===== config.mk =====
export PLATFORM = sky130hd
export DESIGN_NAME = dma_channel_transfer_sequencer_unit
export DESIGN_NICKNAME = d
export VERILOG_FILES = /design/src/design/dcts_pkg.sv /design/src/design/dma_channel_transfer_sequencer_unit.sv
export SDC_FILE = /design/constraint.sdc
export NUM_CORES = 1
export LEC_CHECK = 0
export BUFFER_PORTS_ARGS = -buffer_cell sky130_fd_sc_hd__buf_2
export CORE_ASPECT_RATIO = 0.6
export CORE_UTILIZATION = 60
export CTS_CLUSTER_DIAMETER = 120
export DETAILED_ROUTE_END_ITERATION = 8
export GPL_ROUTABILITY_DRIVEN = 0
export PLACE_DENSITY = 0.78
export SLEW_MARGIN = 25
export SYNTH_ARGS = -nofsm -noshare
export SYNTH_HDL_FRONTEND = slang
export SYNTH_SLANG_ARGS = --single-unit
export TNS_END_PERCENT = 30

===== constraint.sdc =====
create_clock -name clk -period 6 [get_ports clk]
set_input_delay 0.9 -clock clk [delete_from_list [all_inputs] [get_ports clk]]
set_output_delay 0.9 -clock clk [all_outputs]
set_load 0.05 [all_outputs]

===== src/design/dcts_pkg.sv =====
// Package for the DMA channel transfer sequencer: request and result
// payload types, command and phase codes, address modes. No dependencies.
`default_nettype none

package dcts_pkg;

    typedef enum logic [1:0] {
        CMD_ENABLE = 2'd0,
        CMD_TICK   = 2'd1,
        CMD_EVENT  = 2'd2,
        CMD_NONE   = 2'd3
    } cmd_t;

    typedef enum logic [1:0] {
        START_IMM     = 2'd0,
        START_VBLANK  = 2'd1,
        START_HBLANK  = 2'd2,
        START_SPECIAL = 2'd3
    } start_t;

    typedef enum logic [1:0] {
        MODE_INC    = 2'd0,
        MODE_DEC    = 2'd1,
        MODE_FIXED  = 2'd2,
        MODE_RELOAD = 2'd3
    } addr_mode_t;

    // Output phase codes
    localparam logic [2:0] PH_CODE_IDLE   = 3'd0;
    localparam logic [2:0] PH_CODE_WAIT   = 3'd1;
    localparam logic [2:0] PH_CODE_LOAD   = 3'd2;
    localparam logic [2:0] PH_CODE_RWAIT  = 3'd3;
    localparam logic [2:0] PH_CODE_REPEAT = 3'd4;
    localparam logic [2:0] PH_CODE_START  = 3'd5;
    localparam logic [2:0] PH_CODE_COPY   = 3'd6;
    localparam logic [2:0] PH_CODE_DONE   = 3'd7;

    // Configuration register indexes
    localparam logic [1:0] REG_SOURCE  = 2'd0;
    localparam logic [1:0] REG_DEST    = 2'd1;
    localparam logic [1:0] REG_COUNT   = 2'd2;
    localparam logic [1:0] REG_CONTROL = 2'd3;

    typedef struct packed {
        logic [1:0] cmd;
        logic       enable_value;
        logic [1:0] event_kind;
        logic       in_vblank;
        logic       in_hblank;
    } item_t;

    typedef struct packed {
        logic        beat_valid;
        logic [31:0] beat_source;
        logic [31:0] beat_dest;
        logic        beat_wide;
        logic        beat_sequential;
        logic        irq_pulse;
        logic        channel_active;
        logic [2:0]  phase;
    } result_t;

    // Latched transfer mode (control word bits 5-10, 12-14)
    typedef struct packed {
        logic       irq;
        start_t     start;
        logic       wide;
        logic       rpt;
        addr_mode_t src;
        addr_mode_t dst;
    } mode_t;

endpackage

`default_nettype wire


===== src/design/dma_channel_transfer_sequencer_unit.sv =====
// DMA channel transfer sequencer top level: one channel's phase machine,
// address and count registers, output register. Uses dcts_pkg.
`default_nettype none

// Usage:
//  - cfg_we/cfg_index/cfg_data write source, destination, count and control
//    registers; write only while no request is in flight.
//  - item_valid/item_stall carry one request per cycle while item_stall is low:
//    enable write, tick (one phase step) or start-condition event.
//  - result_valid/result_stall return exactly one result per request: beat
//    request with addresses, irq pulse, active flag and phase after the step.
//  - result_valid is registered after accept. Throughput is one request per
//    cycle unless stalled, set by the single state update and 32-bit address add.
//  - The result register holds while result_stall is high; a new request is
//    taken in the same cycle the held result leaves, so item_stall is high
//    only while a result is held and stalled.
//  - Reset clears all configuration and channel state; the channel comes up
//    idle and disabled with no result pending.
module dma_channel_transfer_sequencer_unit #(
    parameter int CHANNEL_ID = 0
) (
    input  wire logic             clk,
    input  wire logic             rst_n,
    input  wire logic             cfg_we,
    input  wire logic [1:0]       cfg_index,
    input  wire logic [31:0]      cfg_data,
    input  wire logic             item_valid,
    output logic                  item_stall,
    input  wire dcts_pkg::item_t  item,
    output logic                  result_valid,
    input  wire logic             result_stall,
    output dcts_pkg::result_t     result
);

    typedef enum logic [7:0] {
        ST_IDLE   = 8'b0000_0001,
        ST_WAIT   = 8'b0000_0010,
        ST_LOAD   = 8'b0000_0100,
        ST_RWAIT  = 8'b0000_1000,
        ST_REPEAT = 8'b0001_0000,
        ST_START  = 8'b0010_0000,
        ST_COPY   = 8'b0100_0000,
        ST_DONE   = 8'b1000_0000
    } state_t;

    localparam logic        FifoChan = (CHANNEL_ID == 1) || (CHANNEL_ID == 2);
    localparam logic [31:0] SrcMask  = (CHANNEL_ID == 0) ? 32'h07FF_FFFF : 32'h0FFF_FFFF;
    localparam logic [31:0] DstMask  = (CHANNEL_ID == 3) ? 32'h0FFF_FFFF : 32'h07FF_FFFF;
    localparam logic [15:0] CntMask  = (CHANNEL_ID == 3) ? 16'hFFFF : 16'h3FFF;
    localparam logic [16:0] CntMax   = (CHANNEL_ID == 3) ? 17'h1_0000 : 17'h0_4000;

    logic [31:0]     src_cfg_reg;
    logic [31:0]     dst_cfg_reg;
    logic [15:0]     cnt_cfg_reg;
    dcts_pkg::mode_t ctl_cfg_reg;

    state_t          state_reg,  state_next;
    logic            active_reg, active_next;
    logic [31:0]     cur_src_reg, cur_src_next;
    logic [31:0]     cur_dst_reg, cur_dst_next;
    logic [16:0]     remain_reg, remain_next;
    dcts_pkg::mode_t mode_reg,   mode_next;

    dcts_pkg::result_t result_reg, result_next;
    logic              result_valid_reg;
    logic              accept;

    function automatic logic [2:0] phase_code(input state_t s);
        logic [2:0] c;
        unique case (s)
            ST_IDLE:   c = dcts_pkg::PH_CODE_IDLE;
            ST_WAIT:   c = dcts_pkg::PH_CODE_WAIT;
            ST_LOAD:   c = dcts_pkg::PH_CODE_LOAD;
            ST_RWAIT:  c = dcts_pkg::PH_CODE_RWAIT;
            ST_REPEAT: c = dcts_pkg::PH_CODE_REPEAT;
            ST_START:  c = dcts_pkg::PH_CODE_START;
            ST_COPY:   c = dcts_pkg::PH_CODE_COPY;
            ST_DONE:   c = dcts_pkg::PH_CODE_DONE;
            default:   c = dcts_pkg::PH_CODE_IDLE;
        endcase
        return c;
    endfunction

    function automatic logic [31:0] step_addr(input logic [31:0] a,
                                              input dcts_pkg::addr_mode_t m,
                                              input logic wide);
        logic [31:0] d;
        logic [31:0] r;
        d = wide ? 32'd4 : 32'd2;
        case (m)
            dcts_pkg::MODE_INC, dcts_pkg::MODE_RELOAD: r = a + d;
            dcts_pkg::MODE_DEC:                        r = a - d;
            default:                                   r = a;
        endcase
        return r;
    endfunction

    assign accept       = item_valid && !item_stall;
    assign item_stall   = result_valid_reg && result_stall;
    assign result_valid = result_valid_reg;
    assign result       = result_reg;

    // Configuration registers
    always_ff @(posedge clk or negedge rst_n)
    begin
        if (!rst_n)
        begin
            src_cfg_reg <= '0;
            dst_cfg_reg <= '0;
            cnt_cfg_reg <= '0;
            ctl_cfg_reg <= '0;
        end
        else if (cfg_we)
        begin
            unique case (cfg_index)
                dcts_pkg::REG_SOURCE:  src_cfg_reg <= cfg_data;
                dcts_pkg::REG_DEST:    dst_cfg_reg <= cfg_data;
                dcts_pkg::REG_COUNT:   cnt_cfg_reg <= cfg_data[15:0];
                dcts_pkg::REG_CONTROL: ctl_cfg_reg <= {cfg_data[14:12], cfg_data[10:5]};
                default:               ;
            endcase
        end
    end

    // Phase machine and beat generation for one request
    always_comb
    begin
        logic           cnt_special;
        logic [16:0]    cnt_load;
        logic           ok;
        dcts_pkg::cmd_t cmd;

        state_next   = state_reg;
        active_next  = active_reg;
        cur_src_next = cur_src_reg;
        cur_dst_next = cur_dst_reg;
        remain_next  = remain_reg;
        mode_next    = mode_reg;
        result_next  = '0;
        ok           = 1'b0;
        cmd          = dcts_pkg::cmd_t'(item.cmd);

        // special start on the FIFO channels forces four words
        cnt_special = FifoChan && (mode_reg.start == dcts_pkg::START_SPECIAL);
        if (cnt_special)
            cnt_load = 17'd4;
        else if ((cnt_cfg_reg & CntMask) == 16'd0)
            cnt_load = CntMax;
        else
            cnt_load = {1'b0, cnt_cfg_reg & CntMask};

        case (cmd)
            dcts_pkg::CMD_ENABLE:
            begin
                active_next = item.enable_value;
                state_next  = ST_IDLE;
            end
            dcts_pkg::CMD_EVENT:
            begin
                if (item.event_kind == mode_reg.start)
                begin
                    if (state_reg == ST_WAIT)
                    begin
                        state_next  = ST_LOAD;
                        active_next = 1'b1;
                    end
                    else if (state_reg == ST_RWAIT)
                    begin
                        state_next  = ST_REPEAT;
                        active_next = 1'b1;
                    end
                end
            end
            dcts_pkg::CMD_TICK:
            begin
                if (active_reg)
                begin
                    unique case (state_reg)
                        ST_IDLE:
                        begin
                            mode_next = ctl_cfg_reg;
                            case (ctl_cfg_reg.start)
                                dcts_pkg::START_IMM:    ok = 1'b1;
                                dcts_pkg::START_VBLANK: ok = item.in_vblank;
                                dcts_pkg::START_HBLANK: ok = item.in_hblank && !item.in_vblank;
                                default:                ok = 1'b0;
                            endcase
                            if (ok)
                                state_next = ST_LOAD;
                            else
                            begin
                                state_next  = ST_WAIT;
                                active_next = 1'b0;
                            end
                        end
                        ST_LOAD:
                        begin
                            cur_src_next = src_cfg_reg & SrcMask;
                            cur_dst_next = dst_cfg_reg & DstMask;
                            if (cnt_special)
                            begin
                                mode_next.dst  = dcts_pkg::MODE_FIXED;
                                mode_next.src  = dcts_pkg::MODE_INC;
                                mode_next.wide = 1'b1;
                            end
                            remain_next = cnt_load;
                            state_next  = ST_START;
                        end
                        ST_REPEAT:
                        begin
                            if (mode_reg.dst == dcts_pkg::MODE_RELOAD)
                                cur_dst_next = dst_cfg_reg & DstMask;
                            remain_next = cnt_load;
                            state_next  = ST_START;
                        end
                        ST_START, ST_COPY:
                        begin
                            if (state_reg == ST_COPY && remain_reg == 17'd0)
                                state_next = ST_DONE;
                            else
                            begin
                                result_next.beat_valid      = 1'b1;
                                result_next.beat_source     = cur_src_reg;
                                result_next.beat_dest       = cur_dst_reg;
                                result_next.beat_wide       = mode_reg.wide;
                                result_next.beat_sequential = (state_reg == ST_COPY);
                                if (remain_reg != 17'd0)
                                    remain_next = remain_reg - 17'd1;
                                cur_src_next = step_addr(cur_src_reg, mode_reg.src,
                                                         mode_reg.wide);
                                cur_dst_next = step_addr(cur_dst_reg, mode_reg.dst,
                                                         mode_reg.wide);
                                state_next   = ST_COPY;
                            end
                        end
                        ST_DONE:
                        begin
                            if (mode_reg.rpt && mode_reg.start != dcts_pkg::START_IMM)
                                state_next = ST_RWAIT;
                            else
                            begin
                                state_next            = ST_IDLE;
                                active_next           = 1'b0;
                                result_next.irq_pulse = mode_reg.irq;
                            end
                        end
                        default: ;
                    endcase
                end
            end
            default: ;
        endcase

        result_next.channel_active = active_next;
        result_next.phase          = phase_code(state_next);
    end

    always_ff @(posedge clk or negedge rst_n)
    begin
        if (!rst_n)
        begin
            state_reg        <= ST_IDLE;
            active_reg       <= 1'b0;
            cur_src_reg      <= '0;
            cur_dst_reg      <= '0;
            remain_reg       <= '0;
            mode_reg         <= '0;
            result_valid_reg <= 1'b0;
        end
        else
        begin
            if (accept)
            begin
                state_reg        <= state_next;
                active_reg       <= active_next;
                cur_src_reg      <= cur_src_next;
                cur_dst_reg      <= cur_dst_next;
                remain_reg       <= remain_next;
                mode_reg         <= mode_next;
                result_valid_reg <= 1'b1;
            end
            else if (!result_stall)
                result_valid_reg <= 1'b0;
        end
    end

    always_ff @(posedge clk)
    begin
        if (accept)
            result_reg <= result_next;
    end

endmodule

`default_nettype wire

==> Word-level counts from Yosys, hierarchy flattened <==
Index checks and enable logic that the tools add are counted.
{ "totals": {"ff_bits": 249, "inputBits": 46, "output_inout_bits": 74, "wordCells": 142} }
{ "op_classes": {"n_addsub": 5, "n_eq_ne": 33, "n_mux": 37, "bitwise": 4, "n_reduce_logical": 34} }
{ "op_table": {"columns": ["cell", "count"], "rows": [
  ["$pmux W32 S2", 3],
  ["$mux W32", 3],
  ["$pmux W32 S3", 1],
  ["$mux W67", 1],
  ["$mux W8", 5],
  ["$mux W17", 2],
  ["$pmux W17 S2", 1],
  ["$add A32 B3 Y32", 1],
  ["$add A32 B32 Y32", 1],
  ["$pmux W8 S4", 1],
  ["$sub A32 B3 Y32", 1],
  ["$sub A32 B32 Y32", 1],
  ["$pmux W8 S3", 1],
  ["$pmux W3 S7", 1],
  ["$logic_not A17 Y1", 1],
  ["$reduce_bool A17 Y1", 1],
  ["$sub A17 B1 Y17 const B", 1],
  ["$eq A8 B2 Y1 const B", 2],
  ["$eq A8 B3 Y1 const B", 2],
  ["$eq A8 B4 Y1 const B", 2],
  ["$eq A8 B5 Y1 const B", 2],
  ["$eq A8 B6 Y1 const B", 2],
  ["$eq A8 B7 Y1 const B", 2],
  ["$eq A8 B8 Y1 const B", 2],
  ["27 further kinds", 73]
]} }

==> Depth between registers and ports, before layout <==
Gate-level depths: netlist of the first run.
{ "logic_depth": {"depth_word": 12, "mapped_depth": 14, "mapped_depth_nobuf": 14} }

==> Least setup slack after synthesis of the first run <==
No wires, ideal clock.
{ "synth_timing": {"kind": "flip-flop to flip-flop", "start": "register mode_reg[1] (netlist bit)", "end": "register cur_dst_reg[30]", "setup_time_ns": 0.095, "t_arrival_ns": 4.053, "required_ns": 5.905, "setup_slack_ns": 1.851, "stages_incl_launch_ff": 13, "n_path_buf": 0, "synth_period_minus_slack_ns": 4.149, "path_cell_list": "dfrtp_1 nor2b_1 ha_1 o21ai_1 a21oi_1 o311ai_1 nor3_1 o311ai_0 a21oi_1 a221oi_1 o21ai_1 xnor2_1 o31ai_1"} }
{ "synth_between": {"elab_chain_cells": 5, "word_cells_on_any_way": 10, "classes_between": "eq/ne: 4; mux: 3; reduce/logical: 3"} }
{ "synth_rtl": {"columns": ["element", "line", "text"], "rows": [
  ["start: declaration", "dma_channel_transfer_sequencer_unit.sv:62", "dcts_pkg::mode_t mode_reg, mode_next;"],
  ["start signal: assignment", "dma_channel_transfer_sequencer_unit.sv:279", "mode_reg <= mode_next;"],
  ["$eq A2 B2 Y1 or $logic_not A2 Y1 (tied branches)", "dma_channel_transfer_sequencer_unit.sv:90, dma_channel_transfer_sequencer_unit.sv:211", null],
  ["$reduce_or A2 Y1", "dma_channel_transfer_sequencer_unit.sv:90", "case (m)"],
  ["$pmux W32 S2", "dma_channel_transfer_sequencer_unit.sv:90", null],
  ["$mux W32", "dma_channel_transfer_sequencer_unit.sv:218", "if (state_reg == ST_COPY && remain_reg == 17'd0)"],
  ["$pmux W32 S3", "dma_channel_transfer_sequencer_unit.sv:178", "unique case (state_reg)"],
  ["end signal: assignment", "dma_channel_transfer_sequencer_unit.sv:277", "cur_dst_reg <= cur_dst_next;"],
  ["end: declaration", "dma_channel_transfer_sequencer_unit.sv:60", "logic [31:0] cur_dst_reg, cur_dst_next;"]
]} }
Several ways; a longest one is shown, not always the timed one. The select of a mux whose other input is x is not followed.
A chain may end at the register's enable or synchronous reset.

==> Final worst setup path of the first run <==
{ "layout_timing": {"start": "register mode_reg[0] (netlist bit)", "end": "register cur_dst_reg[31]"} }
Same word-level chain as after synthesis.

==> results of run 1 <==
stage by stage:
step,utilization,instances
6_report,0.699,1678
3_5_place_dp,0.664,1635
5_1_grt,0.699,1678
2_1_floorplan,-,1277
3_3_place_gp,0.664,1635
4_1_cts,0.699,1678
critical path: cells and delay by family (launching register included):
family	cells	cell delay, ps
flops	1	410
simple gates	3	620
xor+xnor	1	140
buf+inv	1	250
compound gates	8	2190
fa+ha+maj	1	310
worst paths after layout:
kind	from	endpoint	slack [ps]	depth (start not counted)
min	rst_n	cur_dst_reg[26]$_DFFE_PN0P_	350	1
min in group clk	dst_cfg_reg[14]$_DFFE_PN0P_	cur_dst_reg[14]$_DFFE_PN0P_	460	2
max in group asynchronous	rst_n	src_cfg_reg[5]$_DFFE_PN0P_	4370	2
min reg2reg	dst_cfg_reg[14]$_DFFE_PN0P_	cur_dst_reg[14]$_DFFE_PN0P_	460	2
max reg2reg	mode_reg[0]$_DFFE_PN0P_	cur_dst_reg[31]$_DFFE_PN0P_	1980	14
max	mode_reg[0]$_DFFE_PN0P_	cur_dst_reg[31]$_DFFE_PN0P_	1980	14
placed cells by master (no fill, tap or decap), drive strengths merged, types with 4 or more instances in the layout:
cell type and instances:
a21oi 106, o22ai 4, nand2b 9, ha 65, xnor2 38, or3 7
nor2b 12, a22oi 14, and2 67, a21o 25, and3 16, o21bai 8
o21ai 94, nand3 21, nor2 81, dfrtp 176, buf 128, a211oi 9
clkinv 6, o31ai 4, xor2 20, inv 26, o211ai 6, nor4 10
clkbuf 37, edfxtp 72, mux2i 7, nand2 117, o311ai 6, o21a 8
mux2 87, a221oi 5, or4 6, nor3 34, nor3b 5, nand4 9
a31oi 11
cell type report:
type                    instances  area share
inverters                      27     0.00686
repair buffers                128      0.0464
clock inverters                 6     0.00218
well taps                     279      0.0233
flip-flops and latches        249       0.441
multi-input cells             952       0.432
clock buffers                  37      0.0482
synthesized netlist by cell type, drive strengths merged, types with 9 or more instances:
cell type,count
nor3,34
a31oi,11
and3,16
ha,65
mux2,87
dfrtp,176
nor2b,12
a211oi,9
buf,14
a21o,25
nand3,21
nor2,81
clkbuf,35
inv,27
nand4,9
nand2b,9
nand2,117
a21oi,106
nor4,10
o21ai,94
edfxtp,72
a22oi,14
and2,67
xor2,20
xnor2,38
where the power goes:
part	total (mW)	switching, mW	internal [mW]
Clock	1.46	0.635	0.825
Combinational	1.17	0.702	0.464
Sequential	2.08	0.144	1.94
per-layer routing:
metal	vias up	share of wire	track usage	wire (um)
met2	361	0.44	0.422	13700
met5	-	0	0	0
met4	0	0.019	0.0526	591
li1	4879	-	-	-
met3	50	0.071	0.0521	2210
met1	4916	0.47	0.407	14600
logic make-up (layout without fill, tap and decap cells):
group | after synthesis | after routing | synth area share
DFF | 249 | 249 | 0.495
buffers and inverters | 76 | 198 | 0.0227
adders and majority gates | 65 | 65 | 0.0611
and+or+nand+nor | 410 | 410 | 0.156
AOI/OAI and AO/OA | 325 | 325 | 0.149
muxes | 94 | 94 | 0.0788
xor gates and xnor gates | 58 | 58 | 0.0381
==> parameters.txt, run 1 <==
Parameter                              Value

Clock tree
  Maximum root-to-sink buffer count ... 3
  Buffers inserted by post-CTS timing repair ... 0
  PostCTS Resize Cnt ... 0
  Clock insertion delay at the later pin of the skew report ... 530 ps
  H-tree lvl count ... 1
  Cts hold-fix bufs ... 0
  CTS tree ... built
  Clock net sink count ... 249
  Library cell used as clock root buffer ... sky130_fd_sc_hd__clkbuf_16
  Clock input transition at the sequential cells of the worst setup and hold paths ... 60 ps
  CTS Buf Count ... 24

Place
  Port Buf Inserts ... 114
  Worst slack, placed ... 2010 ps
  Placed cell areas ... 0.0142 sq mm
  HPWL after DPL ... 21.9 mm

Setup path
  Highest-delay cell along the critical path ... sky130_fd_sc_hd__a221oi_1
  Critical path start-end classification ... flip-flop to flip-flop
  Critical Path, Cell by Cell ... nor2b_2 -> buf_4 -> and2_1 -> ha_1 -> o21ai_0 -> a221oi_1 -> a311oi_1 -> a21oi_1 -> a31o_2 -> a221oi_1 -> nor3_1 -> xnor2_1 -> a21o_1 -> a21o_1
  Worst Path Arrival ... 4440 ps
  Endpoint type of the worst setup path ... flip-flop
  Worst setup SP type ... flip-flop
  Crit-path max FO ... 30
  Required time of the critical path ... 6420 ps
  CP max stage delay ... 510 ps

Timing
  Maximum clock frequency ... 249 MHz
  Setup ws final ... 1980 ps
  Worst slew pin tran ... 865 ps
  Fin Clk Skew ... 13.0 ps
  Worst max-slew margin expressed relative to the limit ... 0.421
  Final Hold Fails ... 0
  Final setup TNS ... 0 ps
  Pins over their slew limit ... 0
  Worst slack on hold paths ... 347 ps
  Unrepaired setup endpoints after global routing ... false
  Final setup fails ... 0
  Post-route clock period utilization ... 0.670
  Final period demand of the worst path ... 4020 ps

Final layout
  Number of flip-flops in the largest register ... 72
  Nets ... 1493
  Fillers ... 1619
  Final instance area ... 0.0150 sq mm
  Share of post-route cells with drive strength above 1 ... 0.193
  Area used by sequential logic in the layout ... 0.00659 sq mm
  Combined area of the multi-input logic cells ... 0.00646 sq mm
  Number of antenna repair diodes ... 0
  Area growth from synthesis to layout ... 12.3%

Die
  CORE AREA ... 0.0214 sq mm
  Initial standard-cell utilization of the core ... 0.623
  DIE HEIGHT ... 117 um
  Rows ... 41
  Die area ... 0.0228 sq mm
  Boundary pin count ... 120
  DIE WIDTH ... 194 um

Global route
  Congestion Overflow GR ... 0
  Antenna violations before repair ... 0
  Global-route usage over all layers ... 0.274
  Vias in the first global route ... 9753
  First-pass GRT wire length ... 50.5 mm
  Largest net degree at the start of global routing ... 70

Logic synthesis
  Post-synth ARST share ... 0.711
  Count of synthesis-stage warnings from yosys ... 0
  Number of flops mapped to enable cells by yosys ... 72
  Sequential share of the synthesized area ... 0.495
  Mapped Nets ... 1388
  Avg Inst Size Synth ... 10.4 sq um
  Cell accounting for the most synthesized area ... sky130_fd_sc_hd__dfrtp_1
  Count of state elements after synthesis ... 249
  Cells taking the most area after synthesis ... sky130_fd_sc_hd__dfrtp_1, sky130_fd_sc_hd__edfxtp_1, sky130_fd_sc_hd__mux2_2, sky130_fd_sc_hd__ha_1, sky130_fd_sc_hd__a21oi_1
  Count of mapped cells out of synthesis ... 1277
  Synthesized area ... 0.0133 sq mm
  Post-synth top flop ... sky130_fd_sc_hd__dfrtp_1
  Fraction of post-synthesis cell area in the top cell type by area ... 0.331
  Number of distinct library cells after synthesis ... 73

Detailed routing
  Vias ... 10200
  Detailed-route wire length per cell ... 18.5 um
  1st-iter DRT viols ... 836
  First-pass detailed-route iteration total ... 7
  DRC Markers ... 0
  Final Routed Wirelength ... 31.1 mm
  Number of nets with antenna violations after detailed routing ... 0
  Mean number of vias per cell ... 6.08

Run
  Max_cap viols ... 0

Power and ir drop
  Worst VDD drop ... 0.208 mV
  Final total power ... 4.71 mW
  Leakage dissipation ... 6.69 nW
  Power density of the placed cells ... 315 mW/mm^2

Status
  Outcome ... complete, no violations

Worst hold path
  Class of the worst hold path ... input pin to asynchronous set/reset pin
Note: power is estimated with default switching activity, not from simulation.
==> run 2: changes to the inputs <==
- clock period: 6 -> 4 ns (I/O delays scaled with it)
==> run 2 against run 1 <==
Power increased by 50%. Global-route usage grew 0.51 points. Fmax is 11% higher. Worst hold slack got worse by 220 ps. Routed wire length increased by 0.31%. Sequential share of layout area is 0.15 points lower. Cell count up 0.42%. Critical path type unchanged. Largest power group unchanged.
==> parameters.txt, run 2 (synthesis gave the netlist of run 1 again) <==
Parameter                              Value

Die
  DIE WIDTH ... 194 um
  Initial standard-cell utilization of the core ... 0.623
  Rows ... 41
  Boundary pin count ... 120
  Die area ... 0.0228 sq mm
  DIE HEIGHT ... 117 um
  CORE AREA ... 0.0214 sq mm

Place
  Worst slack, placed ... 289 ps
  Placed Instances ... 1643
  HPWL after DPL ... 21.6 mm
  Port Buf Inserts ... 114

Detailed routing
  DRC Markers ... 0
  1st-iter DRT viols ... 838
  Vias ... 10200
  Final Routed Wirelength ... 31.2 mm
  Number of nets with antenna violations after detailed routing ... 0
  Mean number of vias per cell ... 6.08
  Detailed-route wire length per cell ... 18.5 um
  First-pass detailed-route iteration total ... 6

Setup path
  Worst Path Arrival ... 4080 ps
  Endpoint of the lowest-slack register-to-register path ... cur_dst_reg[30]$_DFFE_PN0P_
  Endpoint type of the worst setup path ... flip-flop
  Startpoint of the most critical register-to-register path ... mode_reg[1]$_DFFE_PN0P_
  Crit-path max FO ... 24
  Depth of the worst register-to-register path ... 13
  FF-to-FF setup slack ... 360 ps
  Required time of the critical path ... 4440 ps
  Critical path start-end classification ... flip-flop to flip-flop
  Worst setup SP type ... flip-flop

Clock tree
  CTS Buf Count ... 23
  Maximum root-to-sink buffer count ... 3
  H-tree lvl count ... 1
  Cts hold-fix bufs ... 0
  Buffers inserted by post-CTS timing repair ... 0
  Clock insertion delay at the later pin of the skew report ... 530 ps
  Library cell used as clock root buffer ... sky130_fd_sc_hd__clkbuf_16
  CTS tree ... built
  Clock net sink count ... 249
  Clock input transition at the sequential cells of the worst setup and hold paths ... 60 ps

Timing
  Final setup fails ... 0
  Worst slew pin tran ... 842 ps
  Maximum clock frequency ... 275 MHz
  Post-route clock period utilization ... 0.909
  Pins over their slew limit ... 0
  Final setup TNS ... 0 ps
  Final Hold Fails ... 0
  Worst slack on hold paths ... 128 ps
  Fin Clk Skew ... 9.66 ps
  Worst max-slew margin expressed relative to the limit ... 0.437
  Unrepaired setup endpoints after global routing ... false
  Setup ws final ... 365 ps
  Final period demand of the worst path ... 3640 ps

Final layout
  Commonest cells after routing, fill and taps aside ... sky130_fd_sc_hd__dfrtp_1, sky130_fd_sc_hd__nand2_1, sky130_fd_sc_hd__buf_2
  Number of flip-flops in the largest register ... 72
  Number of standard cells in the final layout excluding fillers ... 1685
  Number of antenna repair diodes ... 0
  Nets ... 1500
  Most common library cell in the layout ignoring fill and taps ... sky130_fd_sc_hd__dfrtp_1
  Share of post-route cells with drive strength above 1 ... 0.193
  Area growth from synthesis to layout ... 12.7%

Power and ir drop
  Share of total power in combinational logic ... 0.248
  Leakage dissipation ... 6.70 nW
  Power density of the placed cells ... 471 mW/mm^2
  Worst VDD drop ... 0.314 mV
  Sequential Power Share ... 0.442
  Switching power total ... 2.21 mW
  Switching power share of the total ... 0.313
  Final total power ... 7.07 mW
  Cell internal pwr ... 4.85 mW
  Clock power frac ... 0.310

Worst hold path
  Class of the worst hold path ... input pin to asynchronous set/reset pin

Global route
  First-pass GRT wire length ... 51.0 mm
  Vias in the first global route ... 9837
  Congestion Overflow GR ... 0
  Global-route usage over all layers ... 0.279
  Antenna violations before repair ... 0
  Largest net degree at the start of global routing ... 79

Status
  Outcome ... complete, no violations

Run
  Max_cap viols ... 0
## run 2: cell count changes in the layout (fill, tap and decap cells not counted), sizes merged
cell	delta
buf	+8
clkbuf	+1
inv	+1
clkinv	-4
bufinv	+2
clkinvlp	-1
## run 2: final cells by class
cell class | instances | area, sq um
Inverter | 27 | 103
Multi-Input combinational cell | 952 | 6470
Clock buffer | 38 | 652
Fill cell | 1586 | 6380
Sequential cell | 249 | 6590
Timing Repair Buffer | 136 | 767
Clock inverter | 4 | 72.6
Tap cell | 279 | 349
## run 2: how the worst max path moves through the flow
stage | from | to | slack, ps | depth (start not counted)
finish | mode_reg[1]$_DFFE_PN0P_ | cur_dst_reg[30]$_DFFE_PN0P_ | 360 | 13
global route | mode_reg[1]$_DFFE_PN0P_ | cur_dst_reg[30]$_DFFE_PN0P_ | 20 | 13
CTS | mode_reg[1]$_DFFE_PN0P_ | cur_dst_reg[30]$_DFFE_PN0P_ | 270 | 13
detailed placement | mode_reg[1]$_DFFE_PN0P_ | cur_dst_reg[30]$_DFFE_PN0P_ | 290 | 13
floorplan | mode_reg[1]$_DFFE_PN0P_ | cur_dst_reg[30]$_DFFE_PN0P_ | 350 | 12
global placement | mode_reg[1]$_DFFE_PN0P_ | cur_dst_reg[30]$_DFFE_PN0P_ | 350 | 13
## run 2: timing repair
action,CTS,global route
endpoints found under the setup margin,0,3
endpoints found under the hold margin,0,0
resized for setup,0,2
## run 2: critical path, stage by stage, from the launching register on
cell and delay (ps):
sky130_fd_sc_hd__dfrtp_1 410, sky130_fd_sc_hd__nor2b_2 310, sky130_fd_sc_hd__buf_4 370, sky130_fd_sc_hd__ha_1 360, sky130_fd_sc_hd__a21oi_1 160, sky130_fd_sc_hd__o21ai_0 120
sky130_fd_sc_hd__a21oi_1 160, sky130_fd_sc_hd__nor2b_1 70, sky130_fd_sc_hd__o311ai_0 430, sky130_fd_sc_hd__a21oi_1 300, sky130_fd_sc_hd__a221oi_2 400, sky130_fd_sc_hd__o21ai_1 140
sky130_fd_sc_hd__xnor2_1 140, sky130_fd_sc_hd__o31ai_1 170
## run 2: per-stage QoR
step | instance area [sq um] | util
finish | 15000 | 0.702
global placement | 14300 | 0.667
floorplan | 13300 | -
CTS | 15000 | 0.701
global route | 15000 | 0.702
detailed placement | 14300 | 0.667
## run 2: power by group through the flow
stage                     Sequential [mW]  Combinational [mW]  Clock, mW
final                                3.12                1.75       2.19
after global routing                 3.16                1.93       2.33
after CTS                            3.12                1.74       2.22
after detailed placement             3.16                1.72          0
after global placement               3.15                1.66          0
after floorplan                      3.20                1.22          0
## run 2: metal layers
metal  global-route usage  part of all wire  routed length, um
met1                0.414              0.47              14700
met2                0.414              0.44              13600
met3               0.0610             0.070               2180
met4               0.0769             0.023                706
met5                    0                 0                  0
